`config.mk`:
```
export PLATFORM = sky130hd
export DESIGN_NAME = block_cache_tag_manager_core
export DESIGN_NICKNAME = d
export VERILOG_FILES = /design/src/hdl/bctm_pkg.sv /design/src/hdl/block_cache_tag_manager_core.sv /design/src/hdl/bctm_ctrl.sv /design/src/hdl/bctm_datapath.sv
export SDC_FILE = /design/constraint.sdc
export NUM_CORES = 2
export LEC_CHECK = 0
export BUFFER_PORTS_ARGS = -buffer_cell sky130_fd_sc_hd__buf_2
export CORE_MARGIN = 5
export CORE_UTILIZATION = 26
export CTS_BUF_LIST = sky130_fd_sc_hd__clkbuf_16
export CTS_CLUSTER_SIZE = 10
export DETAILED_ROUTE_END_ITERATION = 16
export PLACE_DENSITY = 0.5
export RECOVER_POWER = 25
export SLEW_MARGIN = 20
export SYNTH_ARGS = -nofsm -noshare
export SYNTH_HDL_FRONTEND = slang
export SYNTH_SLANG_ARGS = --single-unit
```
`constraint.sdc`:
```
create_clock -name aclk -period 13.7 [get_ports aclk]
set_input_delay 2.74 -clock aclk [delete_from_list [all_inputs] [get_ports aclk]]
set_output_delay 2.74 -clock aclk [all_outputs]
set_load 0.01 [all_outputs]
```
`src/hdl/bctm_pkg.sv`:
```
// ----------------------------------------------------------------------------
// bctm_pkg
// Shared types and constants for the block cache tag manager.
// ----------------------------------------------------------------------------
package bctm_pkg;

    localparam int BLOCK_W    = 32;
    localparam int SLOT_W     = 5;
    localparam int SECTOR_W   = 39;
    localparam int BSL_W      = 3;

    // operation codes
    localparam logic OP_READ  = 1'b0;
    localparam logic OP_WRITE = 1'b1;

    typedef struct packed {
        logic               operation;
        logic [BLOCK_W-1:0] block_number;
    } bctm_in_t;

    typedef struct packed {
        logic                hit;
        logic [SLOT_W-1:0]   slot_index;
        logic                fill_needed;
        logic                evicted;
        logic [SECTOR_W-1:0] sector_address;
    } bctm_out_t;

    // controller -> datapath
    typedef struct packed {
        logic capture;  // take the request and register the tag compare
        logic update;   // resolve slot, write tag store, load result register
    } bctm_cmd_t;

endpackage

```
`src/hdl/block_cache_tag_manager_core.sv`:
```
// ----------------------------------------------------------------------------
// block_cache_tag_manager_core
// Fully associative tag manager for a disk block cache, round-robin refill.
// ----------------------------------------------------------------------------
// Usage:
//   s_* channel carries requests (read lookup with fill, or write invalidate)
//   with a block number; m_* channel returns one result transaction per
//   request: hit, slot, fill/evict flags and the 512-byte sector address.
//   cfg_wr_en/cfg_wr_data set block_size_log; write it only while idle.
// Sequence:
//   When a request is accepted, tags are compared in parallel into registered
//   match/empty vectors; slot pick and tag update follow in the update step,
//   which loads the result register. A new request is not accepted until the
//   previous one has left the update step (compare -> pick/update sequence).
// Stall:
//   The result sits in an output register; if m_ready is low, the next
//   request is still accepted and compared, and waits in the update step
//   until the output register frees up.
// Reset:
//   aresetn (sync, active low) empties all tags, zeroes the replace pointer
//   and block_size_log, and drops m_valid. No clearing pass is needed.
// ----------------------------------------------------------------------------
module block_cache_tag_manager_core #(
    parameter int NUM_ENTRIES = 32
) (
    input  logic                          aclk,
    input  logic                          aresetn,
    input  logic                          s_valid,
    output logic                          s_ready,
    input  bctm_pkg::bctm_in_t            s_data,
    output logic                          m_valid,
    input  logic                          m_ready,
    output bctm_pkg::bctm_out_t           m_data,
    input  logic                          cfg_wr_en,
    input  logic [bctm_pkg::BSL_W-1:0]    cfg_wr_data
);
    import bctm_pkg::*;

    bctm_cmd_t cmd;

    // sequencer: owns handshakes and the result-valid flag
    bctm_ctrl u_ctrl (
        .aclk    (aclk),
        .aresetn (aresetn),
        .s_valid (s_valid),
        .s_ready (s_ready),
        .m_valid (m_valid),
        .m_ready (m_ready),
        .cmd     (cmd)
    );

    // tag registers, compare, pick and result register
    bctm_datapath #(
        .NUM_ENTRIES (NUM_ENTRIES)
    ) u_datapath (
        .aclk        (aclk),
        .aresetn     (aresetn),
        .cmd         (cmd),
        .s_data      (s_data),
        .cfg_wr_en   (cfg_wr_en),
        .cfg_wr_data (cfg_wr_data),
        .m_data      (m_data)
    );

endmodule

```
`src/hdl/bctm_ctrl.sv`:
```
// ----------------------------------------------------------------------------
// bctm_ctrl
// Request sequencer: accept, resolve, hand the result to the output register.
// ----------------------------------------------------------------------------
module bctm_ctrl (
    input  logic              aclk,
    input  logic              aresetn,
    input  logic              s_valid,
    output logic              s_ready,
    output logic              m_valid,
    input  logic              m_ready,
    output bctm_pkg::bctm_cmd_t cmd
);
    import bctm_pkg::*;

    typedef enum logic [1:0] {
        ST_IDLE = 2'b01,
        ST_UPD  = 2'b10
    } state_t;

    state_t state_reg, state_next;
    logic   m_valid_reg, m_valid_next;

    assign s_ready     = (state_reg == ST_IDLE);
    assign m_valid     = m_valid_reg;
    assign cmd.capture = s_valid && s_ready;
    // result register must be free (or draining this cycle)
    assign cmd.update  = (state_reg == ST_UPD) && (!m_valid_reg || m_ready);

    always_comb begin
        state_next = state_reg;
        case (state_reg)
            ST_IDLE: begin
                if (cmd.capture) state_next = ST_UPD;
            end
            ST_UPD: begin
                if (cmd.update) state_next = ST_IDLE;
            end
            default: state_next = ST_IDLE;
        endcase
    end

    always_comb begin
        m_valid_next = m_valid_reg;
        if (cmd.update)   m_valid_next = 1'b1;
        else if (m_ready) m_valid_next = 1'b0;
    end

    always_ff @(posedge aclk) begin
        if (!aresetn) begin
            state_reg   <= ST_IDLE;
            m_valid_reg <= 1'b0;
        end else begin
            state_reg   <= state_next;
            m_valid_reg <= m_valid_next;
        end
    end

endmodule

```
`src/hdl/bctm_datapath.sv`:
```
// ----------------------------------------------------------------------------
// bctm_datapath
// Tag registers, parallel compare, slot pick, round-robin pointer, result reg.
// ----------------------------------------------------------------------------
module bctm_datapath #(
    parameter int NUM_ENTRIES = 32
) (
    input  logic                          aclk,
    input  logic                          aresetn,
    input  bctm_pkg::bctm_cmd_t           cmd,
    input  bctm_pkg::bctm_in_t            s_data,
    input  logic                          cfg_wr_en,
    input  logic [bctm_pkg::BSL_W-1:0]    cfg_wr_data,
    output bctm_pkg::bctm_out_t           m_data
);
    import bctm_pkg::*;

    localparam int PTR_W = (NUM_ENTRIES > 1) ? $clog2(NUM_ENTRIES) : 1;
    localparam int IDX_W = (PTR_W > SLOT_W) ? PTR_W : SLOT_W;
    localparam logic [PTR_W-1:0] LAST_IDX = PTR_W'(NUM_ENTRIES - 1);

    logic [BLOCK_W-1:0]     tag_reg [NUM_ENTRIES];
    logic [NUM_ENTRIES-1:0] match_reg, match_next;
    logic [NUM_ENTRIES-1:0] empty_reg, empty_next;
    logic                   op_reg;
    logic [BLOCK_W-1:0]     blk_reg;
    logic [PTR_W-1:0]       ptr_reg, ptr_next;
    logic [BSL_W-1:0]       bsl_reg;
    bctm_out_t              out_reg, out_next;

    logic [PTR_W-1:0]       match_idx, empty_idx, slot;
    logic                   tag_wr_en;
    logic [PTR_W-1:0]       tag_wr_idx;
    logic [BLOCK_W-1:0]     tag_wr_val;
    logic [IDX_W-1:0]       slot_wide;
    logic [SECTOR_W-1:0]    blk_ext;

    // parallel compare against the incoming block number
    always_comb begin
        for (int i = 0; i < NUM_ENTRIES; i++) begin
            match_next[i] = (tag_reg[i] == s_data.block_number);
            empty_next[i] = (tag_reg[i] == '0);
        end
    end

    // lowest match, highest empty
    always_comb begin
        match_idx = '0;
        for (int i = NUM_ENTRIES - 1; i >= 0; i--) begin
            if (match_reg[i]) match_idx = PTR_W'(i);
        end
        empty_idx = '0;
        for (int i = 0; i < NUM_ENTRIES; i++) begin
            if (empty_reg[i]) empty_idx = PTR_W'(i);
        end
    end

    assign blk_ext = SECTOR_W'(blk_reg);

    always_comb begin
        ptr_next   = ptr_reg;
        tag_wr_en  = 1'b0;
        tag_wr_val = blk_reg;
        slot       = '0;
        out_next   = out_reg;
        out_next.hit         = 1'b0;
        out_next.fill_needed = 1'b0;
        out_next.evicted     = 1'b0;
        if (op_reg == OP_READ) begin
            if (|match_reg) begin
                slot         = match_idx;
                out_next.hit = 1'b1;
            end else begin
                out_next.fill_needed = 1'b1;
                tag_wr_en            = 1'b1;
                if (|empty_reg) begin
                    slot = empty_idx;
                end else begin
                    slot             = ptr_reg;
                    out_next.evicted = 1'b1;
                    ptr_next = (ptr_reg == LAST_IDX) ? '0 : ptr_reg + 1'b1;
                end
            end
        end else begin
            tag_wr_val = '0;
            if (|match_reg) begin
                slot         = match_idx;
                out_next.hit = 1'b1;
                tag_wr_en    = 1'b1;
            end
        end
        slot_wide               = IDX_W'(slot);
        out_next.slot_index     = slot_wide[SLOT_W-1:0];
        out_next.sector_address = blk_ext << ({1'b0, bsl_reg} + 4'd1);
        tag_wr_idx              = slot;
    end

    assign m_data = out_reg;

    always_ff @(posedge aclk) begin
        if (!aresetn) begin
            for (int i = 0; i < NUM_ENTRIES; i++) tag_reg[i] <= '0;
            ptr_reg <= '0;
            bsl_reg <= '0;
        end else begin
            if (cmd.update && tag_wr_en) begin
                for (int i = 0; i < NUM_ENTRIES; i++) begin
                    if (tag_wr_idx == PTR_W'(i)) tag_reg[i] <= tag_wr_val;
                end
            end
            if (cmd.update) ptr_reg <= ptr_next;
            if (cfg_wr_en)  bsl_reg <= cfg_wr_data;
        end
    end

    always_ff @(posedge aclk) begin
        if (cmd.capture) begin
            match_reg <= match_next;
            empty_reg <= empty_next;
            op_reg    <= s_data.operation;
            blk_reg   <= s_data.block_number;
        end
        if (cmd.update) out_reg <= out_next;
    end

endmodule
```
==> metrics.md <==
| Metric | Value |
|---|---|
| Number of H-tree levels | `4` |
| Post-synth net total | `4,349` |
| Worst reg2reg endpoint | `u_datapath.tag_reg[1][54]` |
| Crit path launch type | `flop` |
| Root Buffer | `clkbuf_16` |
| Critical path's top delay family | `buffers and inverters` |
| Largest net degree at the start of global routing | `151` |
| Hold Crit Depth | `2` |
| Leading register cell type out of synthesis | `edfxtp_1` |
| Leakage Power | `21.6 nW` |
| Slew @ Worst Pin | `3990 ps` |
| DP Wirelength | `130,000 um` |
| YS warnings | `0` |
| First-pass GRT wire length | `307,000 um` |
| Crit-path cells | `nor4_1 -> nand4_1 -> or2_0 -> a32oi_1 -> clkinvlp_2 -> nand3_1 -> clkbuf_1 -> o21ai_2 -> buf_4` |
| Outcome | `finished, violations left` |
| Type of the worst setup path | `flop to flop` |
| Arr. time, crit path | `9790 ps` |
| CTS tree | `done` |
| CTS buffer count | `139` |
| Routed wire per std cell | `30.9 um` |
| Register area share after synthesis | `0.616` |
| Max IR drop VDD | `0.117 mV` |
| I/O Pins | `90` |
| Core Rows | `172` |
| Final worst slack | `4430 ps` |
| RSZ-0062 raised after global routing | `no` |
| Reg-to-reg critical path startpoint | `u_datapath.match_reg[30]` |
| Async SR Flop Fraction | `0` |
| Share of cells above drive strength 1 | `0.125` |
| Clock Skew | `32.9 ps` |
| Achievable Freq | `0.108 GHz` |
| Critical path buffers and inverters | `3` |
| Failing checks | `max-capacitance violations, max-slew violations` |
| Crit path max fanout | `66` |
| CTS max path bufs | `3` |
| Nets | `4,380` |
| Grt total ovfl | `0` |
| Hold WS | `516 ps` |
| # port buffers | `89` |
| Die area | `230,000 um2` |
| Syn_area_per_cell | `13.3 um2` |
| Number of flops mapped to enable cells by yosys | `1,168` |
| DIE WIDTH | `479 um` |
| DRC | `0` |
| Clock latency on the worst-skew pair | `790 ps` |
| Setup bufs post-CTS | `0` |
| CP endpoint kind | `flop` |
| HP Start | `u_datapath.ptr_reg[3]` |
| Pwr dens | `131 nW/um2` |
| Drt total wl | `225,000 um` |
| Dpl cells | `7,065` |
| # hold bufs at CTS | `0` |
| Clock sink count | `1,179` |
| Yosys reg bits | `1,179` |
| Max-Cap Viols | `77` |
| Die height | `479 um` |
| Mapped Area | `57,300 um2` |
| Cell variety after synth | `65` |
| Slowest cell on the critical path | `clkbuf_1` |
| Worst endpoint required time | `14,220 ps` |
| GRT Overall Usage | `0.188` |
| Setup Total Neg Slack | `0 ps` |
| WHS Endpoint | `u_datapath.ptr_reg[3]` |
| # setup viols final | `0` |
| Period utilization | `0.676` |
| Vias | `39,200` |
| Max reg flops | `1,024` |
| PostCTS Resize Cnt | `0` |
| Pre-CTS WS | `7920 ps` |
| Worst-path clk slew | `60 ps` |
| Vias per Instance | `5.39` |
| Initial antenna violation count | `19` |
| Antenna viol nets, final | `0` |
| Drt first pass iters | `5` |
| DRT iter0 DRCs | `5,165` |
| Cell count after synthesis | `4,304` |
| Flop-to-flop setup slack | `4430 ps` |
| Max_slew headroom | `-1.66` |
| Final std cells w/o fill | `7,272` |
| CP max stage delay | `2330 ps` |
| Starting Density | `0.261` |
| Core box area | `220,000 um2` |
| Worst r2r path cells | `9` |
| Final core utilization | `0.294` |
| GP Congestion | `0.874` |
| Vias in the first global route | `38,000` |
| Post-route minimum period | `9270 ps` |
| HP Class | `flop to flop` |
| Fillers | `22,200` |
| Layout area overhead | `12.5%` |
| Hold Vio Cnt, Final | `0` |
| Max-slew violation count | `1,822` |
==> worst max path at each step <==
stage / startpoint / endpoint / slack [ps] / cells after the start
final: u_datapath.match_reg[30] / u_datapath.tag_reg[1][54] / 4430 / 9
after global routing: u_datapath.match_reg[30] / u_datapath.tag_reg[1][39] / 4200 / 9
after CTS: u_datapath.match_reg[9] / u_datapath.tag_reg[8][8] / 7990 / 12
after detailed placement: aresetn / u_datapath.tag_reg[10][58] / 7920 / 5
after global placement: m_ready / u_datapath.tag_reg[4][9] / 7870 / 8
after floorplan: m_ready / u_datapath.tag_reg[3][0] / 7210 / 6
==> per-stage QoR <==
stage          instance area [um2]  total power, W
2_1_floorplan                57300         0.00482
3_3_place_gp                 61100         0.00519
3_5_place_dp                 61100         0.00518
4_1_cts                      65000         0.00850
5_1_grt                      64500         0.00870
6_report                     64500         0.00847
==> Yosys cell counts (45+ instances only) <==
library cell	count	area, um2
nor3_1	351	1760
buf_4	45	338
inv_1	49	184
mux2i_1	74	741
nor4_1	528	3300
nand4_1	133	832
xor2_1	1025	8980
nor3_2	242	2420
nor2_1	118	443
edfxtp_1	1168	35100
nand2_1	77	289
buf_1	87	327
clkbuf_1	124	465
==> layout make-up <==
type / instances / area [um2] / share of cell area
flip-flops and latches: 1179 / 35300 / 0.547
multi-input cells: 2753 / 20400 / 0.316
well taps: 2871 / 3590 / 0.0557
clock buffers: 141 / 3530 / 0.0547
repair buffers: 208 / 1110 / 0.0172
clock inverters: 64 / 374 / 0.00580
inverters: 54 / 211 / 0.00328
diodes: 2 / 5.00 / 0.0000776
==> cells by family (layout without fill, tap and decap cells) <==
group | after synthesis | in the layout | synth area share
compound gates | 137 | 137 | 0.0154
xor+xnor | 1026 | 1026 | 0.157
fa+ha+maj | 4 | 4 | 0.000874
buf+inv | 372 | 467 | 0.0321
flops | 1179 | 1179 | 0.616
mux | 78 | 78 | 0.0137
other cells | 0 | 2 | 0
simple gates | 1508 | 1508 | 0.165
==> worst reg2reg max path: cells and delay by family, from the launching register on <==
kind | cells | cell delay (ps)
simple gates | 4 | 1530
buf+inv | 3 | 4380
flops | 1 | 600
compound gates | 2 | 2500
==> metal layers <==
layer | track usage | part of all wire | up-vias
met1 | 0.257 | 0.41 | 20000
met2 | 0.292 | 0.45 | 2372
met4 | 0.0835 | 0.053 | 2
met3 | 0.0351 | 0.094 | 528
li1 | - | - | 16200
met5 | 0 | 0.000058 | -
==> report_power, final <==
group          switching [W]  internal [W]
registers           0.000136       0.00415
clock network        0.00150       0.00184
logic               0.000637      0.000206
==> cells in the final DEF, fill, tap and decap left out, drive strengths merged, types with 5 or more instances in the layout <==
cell,count
a21oi,33
a21boi,6
edfxtp,1168
o21ai,44
nor4,531
xor2,1025
or4,6
a31oi,6
dfxtp,11
and2,5
nor2b,9
inv,103
clkbuf,264
nand2b,6
clkinv,14
nand2,78
o31ai,12
buf,85
nor3,593
o21a,5
nand4,135
o22ai,8
nand3,15
mux2i,74
nor2,118
(Power assumes the default switching activity.)
